<file path="src/hcsm_pkg.sv">
// Shared widths, handshake structs and the commutation table of the hall speed meter.
`default_nettype none
package hcsm_pkg;

	parameter int EDGES_PER_AVERAGE_DEF = 12;
	parameter int STEPS_PER_CYCLE_DEF   = 6;

	// Operand and product widths of the shared multiplier.
	parameter int MUL_A_W = 32;
	parameter int MUL_B_W = 21;
	parameter int PROD_W  = MUL_A_W + MUL_B_W;

	// Divider widths: numerator, divisor, quotient and the shifted divisor.
	parameter int NUM_W  = 37;
	parameter int DEN_W  = 41;
	parameter int QUO_W  = 32;
	parameter int DSH_W  = DEN_W + 16;
	parameter int ITER_W = $clog2(QUO_W + 1);

	// Speed quotient is taken to 17 bits; a set top bit means saturation.
	parameter int SPEED_ITERS = 17;

	parameter logic [MUL_B_W-1:0] SPEED_SCALE = 21'd1200000;
	parameter logic [15:0]        SPEED_MAX   = 16'hFFFF;
	parameter logic [15:0]        TICK_MAX    = 16'hFFFF;

	parameter logic [1:0] REG_DIRECTION    = 2'd0;
	parameter logic [1:0] REG_POLE_PAIRS   = 2'd1;
	parameter logic [1:0] REG_TIMER_PERIOD = 2'd2;

	parameter logic [2:0] HALL_NONE_LOW  = 3'd0;
	parameter logic [2:0] HALL_NONE_HIGH = 3'd7;

	typedef struct packed {
		logic              start;
		logic [ITER_W-1:0] iters;
		logic [NUM_W-1:0]  num;
		logic [DSH_W-1:0]  dsh;
	} div_req_t;

	typedef struct packed {
		logic             busy;
		logic             done;
		logic [QUO_W-1:0] quo;
	} div_sts_t;

	function automatic logic [11:0] gate_pattern(input logic fwd, input logic [2:0] hall);
		logic [11:0] pat;
		begin
			pat = 12'h000;
			case (hall)
				3'd1: pat = fwd ? 12'h7FD : 12'hD7F;
				3'd2: pat = fwd ? 12'hFD7 : 12'hF7D;
				3'd3: pat = fwd ? 12'h7DF : 12'hDF7;
				3'd4: pat = fwd ? 12'hD7F : 12'h7DF;
				3'd5: pat = fwd ? 12'hF7D : 12'hFD7;
				3'd6: pat = fwd ? 12'hDF7 : 12'h7FD;
				default: pat = 12'h000;
			endcase
			return pat;
		end
	endfunction

endpackage
`default_nettype wire

</file>
<file path="src/hall_commutation_speed_meter_unit.sv">
// Hall commutation: a tick is taken with no item out; an edge item is registered to the
// output through S_ACC and S_OUT, or, when it closes an averaging window, after two
// reciprocal and three plain products on the shared multiplier, then a 17-step speed
// division on the shared divider, which is skipped when that window's divisor is zero.
// One item is in work at a time; s_tready returns the cycle after the result is registered.
// Asynchronous active-low reset clears state and counters and loads the register defaults.
`default_nettype none
module hall_commutation_speed_meter_unit #(
	parameter int EDGES_PER_AVERAGE = hcsm_pkg::EDGES_PER_AVERAGE_DEF,
	parameter int STEPS_PER_CYCLE   = hcsm_pkg::STEPS_PER_CYCLE_DEF
) (
	input  wire logic        clk,
	input  wire logic        arst_n,
	input  wire logic        s_tvalid,
	output logic             s_tready,
	input  wire logic [23:0] s_tdata,   // hall_state[2:0], timer_value[18:3], zero fill
	input  wire logic [0:0]  s_tuser,   // action[0]
	output logic             m_tvalid,
	input  wire logic        m_tready,
	output logic      [31:0] m_tdata,   // drive_pattern[11:0], speed[27:12], zero fill
	output logic      [1:0]  m_tuser,   // hall_invalid[0], speed_valid[1]
	input  wire logic        cfg_we,
	input  wire logic [1:0]  cfg_index,
	input  wire logic [15:0] cfg_wdata
);

	localparam logic [5:0]  EDGE_LIMIT = 6'(EDGES_PER_AVERAGE);
	localparam logic [3:0]  STEPS      = 4'(STEPS_PER_CYCLE);
	// The window average is floor(sum * AVG_RECIP / 2^AVG_SHIFT), exact for any 32-bit sum.
	localparam int          AVG_SHIFT  = 32 + $clog2(EDGES_PER_AVERAGE);
	localparam logic [32:0] AVG_RECIP  = 33'(((64'd1 << AVG_SHIFT) +
		64'(EDGES_PER_AVERAGE) - 64'd1) / 64'(EDGES_PER_AVERAGE));

	typedef enum logic [3:0] {
		S_IDLE,
		S_ACC,
		S_AVG_LO,
		S_AVG_HI,
		S_AVG_SUM,
		S_DEN_MUL,
		S_NUM_MUL,
		S_SPD_START,
		S_SPD_WAIT,
		S_OUT
	} state_t;

	state_t state_q;

	logic        direction_q;
	logic [4:0]  pole_pairs_q;
	logic [15:0] timer_period_q;

	logic [11:0] pattern_q;
	logic [15:0] tick_count_q;
	logic [31:0] time_sum_q;
	logic [5:0]  edge_count_q;
	logic [15:0] speed_q;

	logic [15:0] tval_q;
	logic        invalid_q;
	logic        win_q;
	// Holds the window sum until the average replaces it.
	logic [31:0] avg_q;
	logic [hcsm_pkg::PROD_W-1:0] lo_q;
	logic [hcsm_pkg::DEN_W-1:0] den_q;

	logic [11:0] out_pattern_q;
	logic        out_invalid_q;
	logic [15:0] out_speed_q;
	logic        out_win_q;
	logic        m_tvalid_q;

	logic [hcsm_pkg::MUL_A_W-1:0] mul_a;
	logic [hcsm_pkg::MUL_B_W-1:0] mul_b;
	logic [hcsm_pkg::PROD_W-1:0]  prod;

	hcsm_pkg::div_req_t div_req;
	hcsm_pkg::div_sts_t div_sts;

	logic        in_acc;
	logic [2:0]  in_hall;
	logic [31:0] sum_next;
	logic [5:0]  edge_next;
	logic        win_now;
	logic        out_free;
	logic [65:0] avg_full;
	logic [65:0] avg_shr;

	assign in_acc    = s_tvalid && s_tready;
	assign in_hall   = s_tdata[2:0];
	assign sum_next  = time_sum_q + prod[31:0] + 32'(tval_q);
	assign edge_next = edge_count_q + 6'd1;
	assign win_now   = (edge_next == EDGE_LIMIT);
	assign out_free  = !m_tvalid_q || m_tready;
	assign avg_full  = 66'(lo_q) + (66'(prod) << hcsm_pkg::MUL_B_W);
	assign avg_shr   = avg_full >> AVG_SHIFT;

	hcsm_mul u_mul (
		.clk (clk),
		.a   (mul_a),
		.b   (mul_b),
		.p_q (prod)
	);

	hcsm_div u_div (
		.clk    (clk),
		.arst_n (arst_n),
		.req    (div_req),
		.sts    (div_sts)
	);

	// Operand selection for the shared multiplier; in idle it forms period * ticks.
	always_comb begin
		mul_a = hcsm_pkg::MUL_A_W'(tick_count_q);
		mul_b = hcsm_pkg::MUL_B_W'(timer_period_q);
		case (state_q)
			S_AVG_LO: begin
				mul_a = avg_q;
				mul_b = AVG_RECIP[hcsm_pkg::MUL_B_W-1:0];
			end
			S_AVG_HI: begin
				mul_a = avg_q;
				mul_b = hcsm_pkg::MUL_B_W'(AVG_RECIP[32:hcsm_pkg::MUL_B_W]);
			end
			S_AVG_SUM: begin
				mul_a = hcsm_pkg::MUL_A_W'(STEPS);
				mul_b = hcsm_pkg::MUL_B_W'(pole_pairs_q);
			end
			S_DEN_MUL: begin
				mul_a = avg_q;
				mul_b = prod[hcsm_pkg::MUL_B_W-1:0];
			end
			S_NUM_MUL: begin
				mul_a = hcsm_pkg::MUL_A_W'(timer_period_q);
				mul_b = hcsm_pkg::SPEED_SCALE;
			end
			default: begin
				mul_a = hcsm_pkg::MUL_A_W'(tick_count_q);
				mul_b = hcsm_pkg::MUL_B_W'(timer_period_q);
			end
		endcase
	end

	always_comb begin
		div_req.start = 1'b0;
		div_req.iters = hcsm_pkg::ITER_W'(hcsm_pkg::SPEED_ITERS);
		div_req.num   = prod[hcsm_pkg::NUM_W-1:0];
		div_req.dsh   = {den_q, 16'h0000};
		case (state_q)
			S_SPD_START: begin
				div_req.start = (den_q != '0);
			end
			default: begin
				div_req.start = 1'b0;
			end
		endcase
	end

	always_ff @(posedge clk or negedge arst_n) begin
		if (!arst_n) begin
			state_q        <= S_IDLE;
			direction_q    <= 1'b1;
			pole_pairs_q   <= 5'd2;
			timer_period_q <= 16'd117;
			pattern_q      <= '0;
			tick_count_q   <= '0;
			time_sum_q     <= '0;
			edge_count_q   <= '0;
			speed_q        <= '0;
			m_tvalid_q     <= 1'b0;
			win_q          <= 1'b0;
		end else begin
			if (cfg_we) begin
				case (cfg_index)
					hcsm_pkg::REG_DIRECTION:    direction_q    <= cfg_wdata[0];
					hcsm_pkg::REG_POLE_PAIRS:   pole_pairs_q   <= cfg_wdata[4:0];
					hcsm_pkg::REG_TIMER_PERIOD: timer_period_q <= cfg_wdata;
					default: ;
				endcase
			end

			if (state_q == S_OUT && out_free) begin
				m_tvalid_q <= 1'b1;
			end else if (m_tvalid_q && m_tready) begin
				m_tvalid_q <= 1'b0;
			end

			case (state_q)
				S_IDLE: begin
					if (in_acc) begin
						if (!s_tuser[0]) begin
							if (tick_count_q != hcsm_pkg::TICK_MAX) begin
								tick_count_q <= tick_count_q + 16'd1;
							end
						end else begin
							tval_q <= s_tdata[18:3];
							if (in_hall == hcsm_pkg::HALL_NONE_LOW ||
							    in_hall == hcsm_pkg::HALL_NONE_HIGH) begin
								invalid_q <= 1'b1;
							end else begin
								invalid_q <= 1'b0;
								pattern_q <= hcsm_pkg::gate_pattern(direction_q, in_hall);
							end
							state_q <= S_ACC;
						end
					end
				end
				S_ACC: begin
					tick_count_q <= '0;
					win_q        <= win_now;
					if (win_now) begin
						avg_q        <= sum_next;
						time_sum_q   <= '0;
						edge_count_q <= '0;
						state_q      <= S_AVG_LO;
					end else begin
						time_sum_q   <= sum_next;
						edge_count_q <= edge_next;
						state_q      <= S_OUT;
					end
				end
				S_AVG_LO: begin
					state_q <= S_AVG_HI;
				end
				S_AVG_HI: begin
					lo_q    <= prod;
					state_q <= S_AVG_SUM;
				end
				S_AVG_SUM: begin
					avg_q   <= avg_shr[31:0];
					state_q <= S_DEN_MUL;
				end
				S_DEN_MUL: begin
					state_q <= S_NUM_MUL;
				end
				S_NUM_MUL: begin
					den_q   <= prod[hcsm_pkg::DEN_W-1:0];
					state_q <= S_SPD_START;
				end
				S_SPD_START: begin
					// A zero divisor means the motor reads as fast as can be shown.
					if (den_q == '0) begin
						speed_q <= hcsm_pkg::SPEED_MAX;
						state_q <= S_OUT;
					end else begin
						state_q <= S_SPD_WAIT;
					end
				end
				S_SPD_WAIT: begin
					if (div_sts.done) begin
						speed_q <= div_sts.quo[hcsm_pkg::SPEED_ITERS-1] ?
						           hcsm_pkg::SPEED_MAX : div_sts.quo[15:0];
						state_q <= S_OUT;
					end
				end
				S_OUT: begin
					if (out_free) begin
						out_pattern_q <= pattern_q;
						out_invalid_q <= invalid_q;
						out_speed_q   <= speed_q;
						out_win_q     <= win_q;
						state_q       <= S_IDLE;
					end
				end
				default: begin
					state_q <= S_IDLE;
				end
			endcase
		end
	end

	assign s_tready = (state_q == S_IDLE);
	assign m_tvalid = m_tvalid_q;
	assign m_tdata  = {4'h0, out_speed_q, out_pattern_q};
	assign m_tuser  = {out_win_q, out_invalid_q};

	a_edge_count_in_window: assert property (@(posedge clk) disable iff (!arst_n)
		edge_count_q < EDGE_LIMIT)
		else $error("edge count reached the window length");

	a_div_done_expected: assert property (@(posedge clk) disable iff (!arst_n)
		div_sts.done |-> (state_q == S_SPD_WAIT))
		else $error("divider finished outside a waiting state");

	a_ready_div_idle: assert property (@(posedge clk) disable iff (!arst_n)
		s_tready |-> !div_sts.busy)
		else $error("input ready while the divider is busy");

	a_tick_stays_idle: assert property (@(posedge clk) disable iff (!arst_n)
		(in_acc && !s_tuser[0]) |=> state_q == S_IDLE)
		else $error("tick item started the edge sequence");

	a_tick_cleared: assert property (@(posedge clk) disable iff (!arst_n)
		(state_q == S_ACC) |=> tick_count_q == '0)
		else $error("tick count not cleared by an edge");

endmodule
`default_nettype wire

</file>
<file path="src/hcsm_mul.sv">
// Shared registered multiplier used by every product of the speed meter.
`default_nettype none
module hcsm_mul (
	input  wire logic                        clk,
	input  wire logic [hcsm_pkg::MUL_A_W-1:0] a,
	input  wire logic [hcsm_pkg::MUL_B_W-1:0] b,
	output logic      [hcsm_pkg::PROD_W-1:0]  p_q
);

	always_ff @(posedge clk) begin
		p_q <= hcsm_pkg::PROD_W'(a) * hcsm_pkg::PROD_W'(b);
	end

endmodule
`default_nettype wire

</file>
<file path="src/hcsm_div.sv">
// Restoring divider that produces one quotient bit per cycle.
`default_nettype none
module hcsm_div (
	input  wire logic               clk,
	input  wire logic               arst_n,
	input  wire hcsm_pkg::div_req_t req,
	output hcsm_pkg::div_sts_t      sts
);

	logic [hcsm_pkg::NUM_W-1:0]  rem_q;
	logic [hcsm_pkg::DSH_W-1:0]  dsh_q;
	logic [hcsm_pkg::QUO_W-1:0]  quo_q;
	logic [hcsm_pkg::ITER_W-1:0] cnt_q;
	logic                        busy_q;
	logic                        done_q;
	logic                        ge;

	assign ge = hcsm_pkg::DSH_W'(rem_q) >= dsh_q;

	always_ff @(posedge clk or negedge arst_n) begin
		if (!arst_n) begin
			busy_q <= 1'b0;
			done_q <= 1'b0;
			cnt_q  <= '0;
		end else begin
			done_q <= 1'b0;
			if (req.start) begin
				busy_q <= 1'b1;
				cnt_q  <= req.iters;
			end else if (busy_q) begin
				cnt_q <= cnt_q - 1'b1;
				if (cnt_q == hcsm_pkg::ITER_W'(1)) begin
					busy_q <= 1'b0;
					done_q <= 1'b1;
				end
			end
		end
	end

	always_ff @(posedge clk) begin
		if (req.start) begin
			rem_q <= req.num;
			dsh_q <= req.dsh;
			quo_q <= '0;
		end else if (busy_q) begin
			if (ge) begin
				rem_q <= rem_q - dsh_q[hcsm_pkg::NUM_W-1:0];
			end
			quo_q <= {quo_q[hcsm_pkg::QUO_W-2:0], ge};
			dsh_q <= dsh_q >> 1;
		end
	end

	assign sts.busy = busy_q;
	assign sts.done = done_q;
	assign sts.quo  = quo_q;

endmodule
`default_nettype wire
</file>
<file path="config.mk">
export PLATFORM = sky130hd
export DESIGN_NAME = hall_commutation_speed_meter_unit
export DESIGN_NICKNAME = d
export VERILOG_FILES = /design/src/hcsm_pkg.sv /design/src/hall_commutation_speed_meter_unit.sv /design/src/hcsm_mul.sv /design/src/hcsm_div.sv
export SDC_FILE = /design/constraint.sdc
export NUM_CORES = 2
export LEC_CHECK = 0
export BUFFER_PORTS_ARGS = -buffer_cell sky130_fd_sc_hd__clkbuf_2
export CAP_MARGIN = 10
export CORE_ASPECT_RATIO = 1.75
export CORE_UTILIZATION = 55
export DETAILED_ROUTE_END_ITERATION = 16
export PLACE_DENSITY_LB_ADDON = 0.3
export SYNTH_ARGS = -nofsm -noshare
export SYNTH_HDL_FRONTEND = slang
export SYNTH_SLANG_ARGS = --single-unit
export TNS_END_PERCENT = 5
</file>
<file path="constraint.sdc">
create_clock -name clk -period 8.5 [get_ports clk]
set_input_delay 1.7 -clock clk [delete_from_list [all_inputs] [get_ports clk]]
set_output_delay 1.7 -clock clk [all_outputs]
set_load 0.01 [all_outputs]
</file>
==> results.yml <==
route:
  vias: 33720
  drtPass1Iterations: 8
  postRouteAntennaNets: 0
  drc_errors: 0
  drt_iter0_drc: 2478
  via_per_inst: 5.830
  routed_wl_um: 134100
  wl_per_cell_um: 23.20
worst_hold_path:
  hold_start: "u_mul.p_q[51]"
  hold_path_depth: 0
  hold_class: "reg2reg"
  holdPathEnd: "lo_q[51]"
global_routing:
  grt_max_degree: 117
  grt-ovfl-total: 0
  antenna_found_initial: 4
  grt_pass1_vias: 35750
  grt_pass1_wl_um: 203500
  grt_use_total: 0.3515
layout:
  fill_cells: 6472
  area_growth_pct: 10.99
  drive_gt1_frac: 0.1117
  nets: 5645
timing:
  skew_ps: 25.47
  post-route-period-util: 0.9849
  maxClockFrequency_mhz: 119.5
  finalHoldViolCount: 0
  worst_slew_pin_slew_ps: 1128
  drv_slew: 0
  whs_ps: 403.5
  setup_viol: 0
  layout_min_cycle_time_ps: 8371
  layout_setup_ws_ps: 128.6
  slew_headroom: 0.2455
yosys:
  synth-simple-area-share: 0.1437
  synth_compound_area_frac: 0.1030
  synth_area_per_cell_um2: 9.382
  yosys.cell_count.top_type: "nand2_1"
  synthAdderAreaFrac: 0.3559
  synth_cells: 4557
  synth_area_um2: 42750
  yosys.area_share.xor_xnor: 0.03257
  synth_top_family_by_area: "adder cells"
  synth_edf_count: 225
  yosysWarnings: 0
  synth-main-ff-cell: "edfxtp_1"
  synth_top_area_frac: 0.2739
  synthMuxAreaShare: 0.01721
  synth_commonest_cells: "nand2_1 (710), inv_1 (706), fa_1 (585)"
  ys_ff_latch: 424
  synth.largest_area_cell: "fa_1"
  synth_async_sr_flop_share: 0.2665
  ys_types: 94
  yosys-top-cells-area: "fa_1 (27%), edfxtp_1 (16%), ha_1 (8.2%)"
  yosysSeqAreaShare: 0.2646
floorplanning:
  initial_core_util: 0.5580
  die_area_um2: 78900
  die_h_um: 370.8
  ios: 84
  rows: 134
  die_w_um: 212.8
  coreArea_um2: 76620
worst_setup_path:
  crit_required_ps: 9010
  crit_path_max_fanout: 11
  cpMaxStageDelayCell: "fa_1"
  reg2reg_to: "u_mul.p_q[49]"
  crit_top_cell: "fa_1"
  worstPathArrival_ps: 8880
  cp-end-kind: "register"
  cpPeakStageDelay_ps: 640
  worst-r2r-cell-count: 32
  critPathKind: "reg2reg"
  r2r_start: "state_q[2]"
  r2r_slack_ps: 130
  critical_path.startpoint_type: "register"
clocking:
  clock-sinks: 424
  cts_buffers: 37
  root_buffer: "clkbuf_16"
  cts_tree: "yes"
  htree_levels: 2
  clock_path_buffers: 3
  cts.clk_slew.worst_paths_ps: 70
  clock_latency_ps: 580
placed_design:
  pre_cts_ws_ps: -23.99
  globalplace.congestion: 1.022
  dp_hpwl_um: 108600
  portBuffers: 74
power_and_ir_drop:
  max-vdd-ir-drop_v: 0.0001386
  power.density_nw_per_um2: 94.43
  leakagePower_nw: 22.24
flow_run:
  maxCapViolations: 0
status:
  outcome: "finished, final reports clean"
==> sequential cells by signal (all words and copies together) (netlist names), 4 cells and up <==
register,count
avg_q,32
den_q,41
edge_count_q,6
lo_q,32
out_pattern_q,7
out_speed_q,16
pattern_q,7
pole_pairs_q,5
speed_q,16
state_q,4
tick_count_q,16
time_sum_q,32
timer_period_q,16
tval_q,16
u_div.cnt_q,6
u_div.dsh_q,57
u_div.quo_q,17
u_div.rem_q,37
u_mul.p_q,53
==> final cells by class <==
cell class	count	area, µm²	share of cell area
antenna	2	5.005	0.0001055
clock buffer	46	1031	0.02173
clock inverter	22	259.0	0.005458
inverter	708	2658	0.05600
multi-input combinational	3216	28130	0.5928
sequential	424	11320	0.2385
tap	1020	1276	0.02689
timing repair buffer	345	2775	0.05848
==> cell families (layout without fill, tap and decap cells) <==
logic type | Yosys count | after routing
AO/OA/AOI/OAI | 676 | 677
flip-flops | 424 | 424
XOR/XNOR | 159 | 159
other | 1 | 6
adder cells (fa/ha/maj) | 865 | 865
buffers and inverters | 921 | 1121
multiplexers | 70 | 70
AND/OR/NAND/NOR | 1441 | 1441
==> power by group <==
group	internal [W]	switching (W)	total (W)	leakage, nW
combinational	0.000134	0.000310	0.000444	17.5
sequential	0.00217	0.0000313	0.00220	4.09
clock	0.00100	0.000837	0.00184	0.631
total	0.00330	0.00118	0.00448	22.2
==> stage by stage <==
stage | util | TNS [ps] | area, µm² | total power (W) | instances
floorplan | - | 0 | 42770 | 0.002399 | 4560
global placement | 0.5995 | 0 | 45930 | 0.002660 | 5703
detailed placement | 0.5995 | -23.99 | 45930 | 0.002660 | 5703
CTS | 0.6164 | 0 | 47230 | 0.004475 | 5771
global route | 0.6193 | -316.3 | 47450 | 0.004565 | 5781
finish | 0.6193 | 0 | 47450 | 0.004481 | 5783
==> routing by layer <==
layer / share of wire / vias up / track usage
met2: 0.50 / 1488 / 0.6185
met3: 0.061 / 580 / 0.04741
li1: - / 14980 / -
met5: 0.000067 / - / 0
met1: 0.32 / 16670 / 0.3554
met4: 0.11 / 2 / 0.3282
==> critical path: cells and delay by family (launching register included) <==
kind            cells  cell delay, ps
compound gates     11            2250
flops               1             440
buf+inv             8             980
xor+xnor            1             120
fa+ha+maj           8            4060
simple gates        4             420
==> repair_timing <==
item	in CTS	in global routing
setup buffers	0	9
hold buffers	0	0
setup endpoints to repair	2	17
endpoints found under the hold margin	0	0
pin swaps	0	7
cloned	0	1
resized for setup	1	45
==> worst max-delay path by stage <==
| stage | start | endpoint | cells after the start |
|---|---|---|---|
| 2_1_floorplan | state_q[2] | u_mul.p_q[51] | 33 |
| 3_3_place_gp | state_q[2] | u_mul.p_q[46] | 31 |
| 3_5_place_dp | state_q[2] | u_mul.p_q[46] | 30 |
| 4_1_cts | state_q[2] | u_mul.p_q[50] | 30 |
| 5_1_grt | state_q[2] | u_mul.p_q[49] | 32 |
| 6_report | state_q[2] | u_mul.p_q[49] | 32 |
==> cells in the final DEF, fill, tap and decap left out, types with 21 or more instances in the layout <==
master     count
ha_1         280
o21ai_0      169
a22o_1        21
edfxtp_1     225
clkbuf_16     38
a21oi_1      170
a21o_1        86
mux2i_1       42
nor2_1       405
and2_1        35
xnor2_1       89
nand2_1      706
nand4_1       28
dfxtp_1       86
xor2_1        70
clkbuf_2      73
o21ai_1       22
nand2b_1      40
nand3_1       54
buf_12        27
fa_1         584
inv_1        706
mux2_2        28
dfrtp_1      104
nor3_1        46
buf_4        237
and3_1        25
No activity file was read; power rests on OpenSTA's default activity.
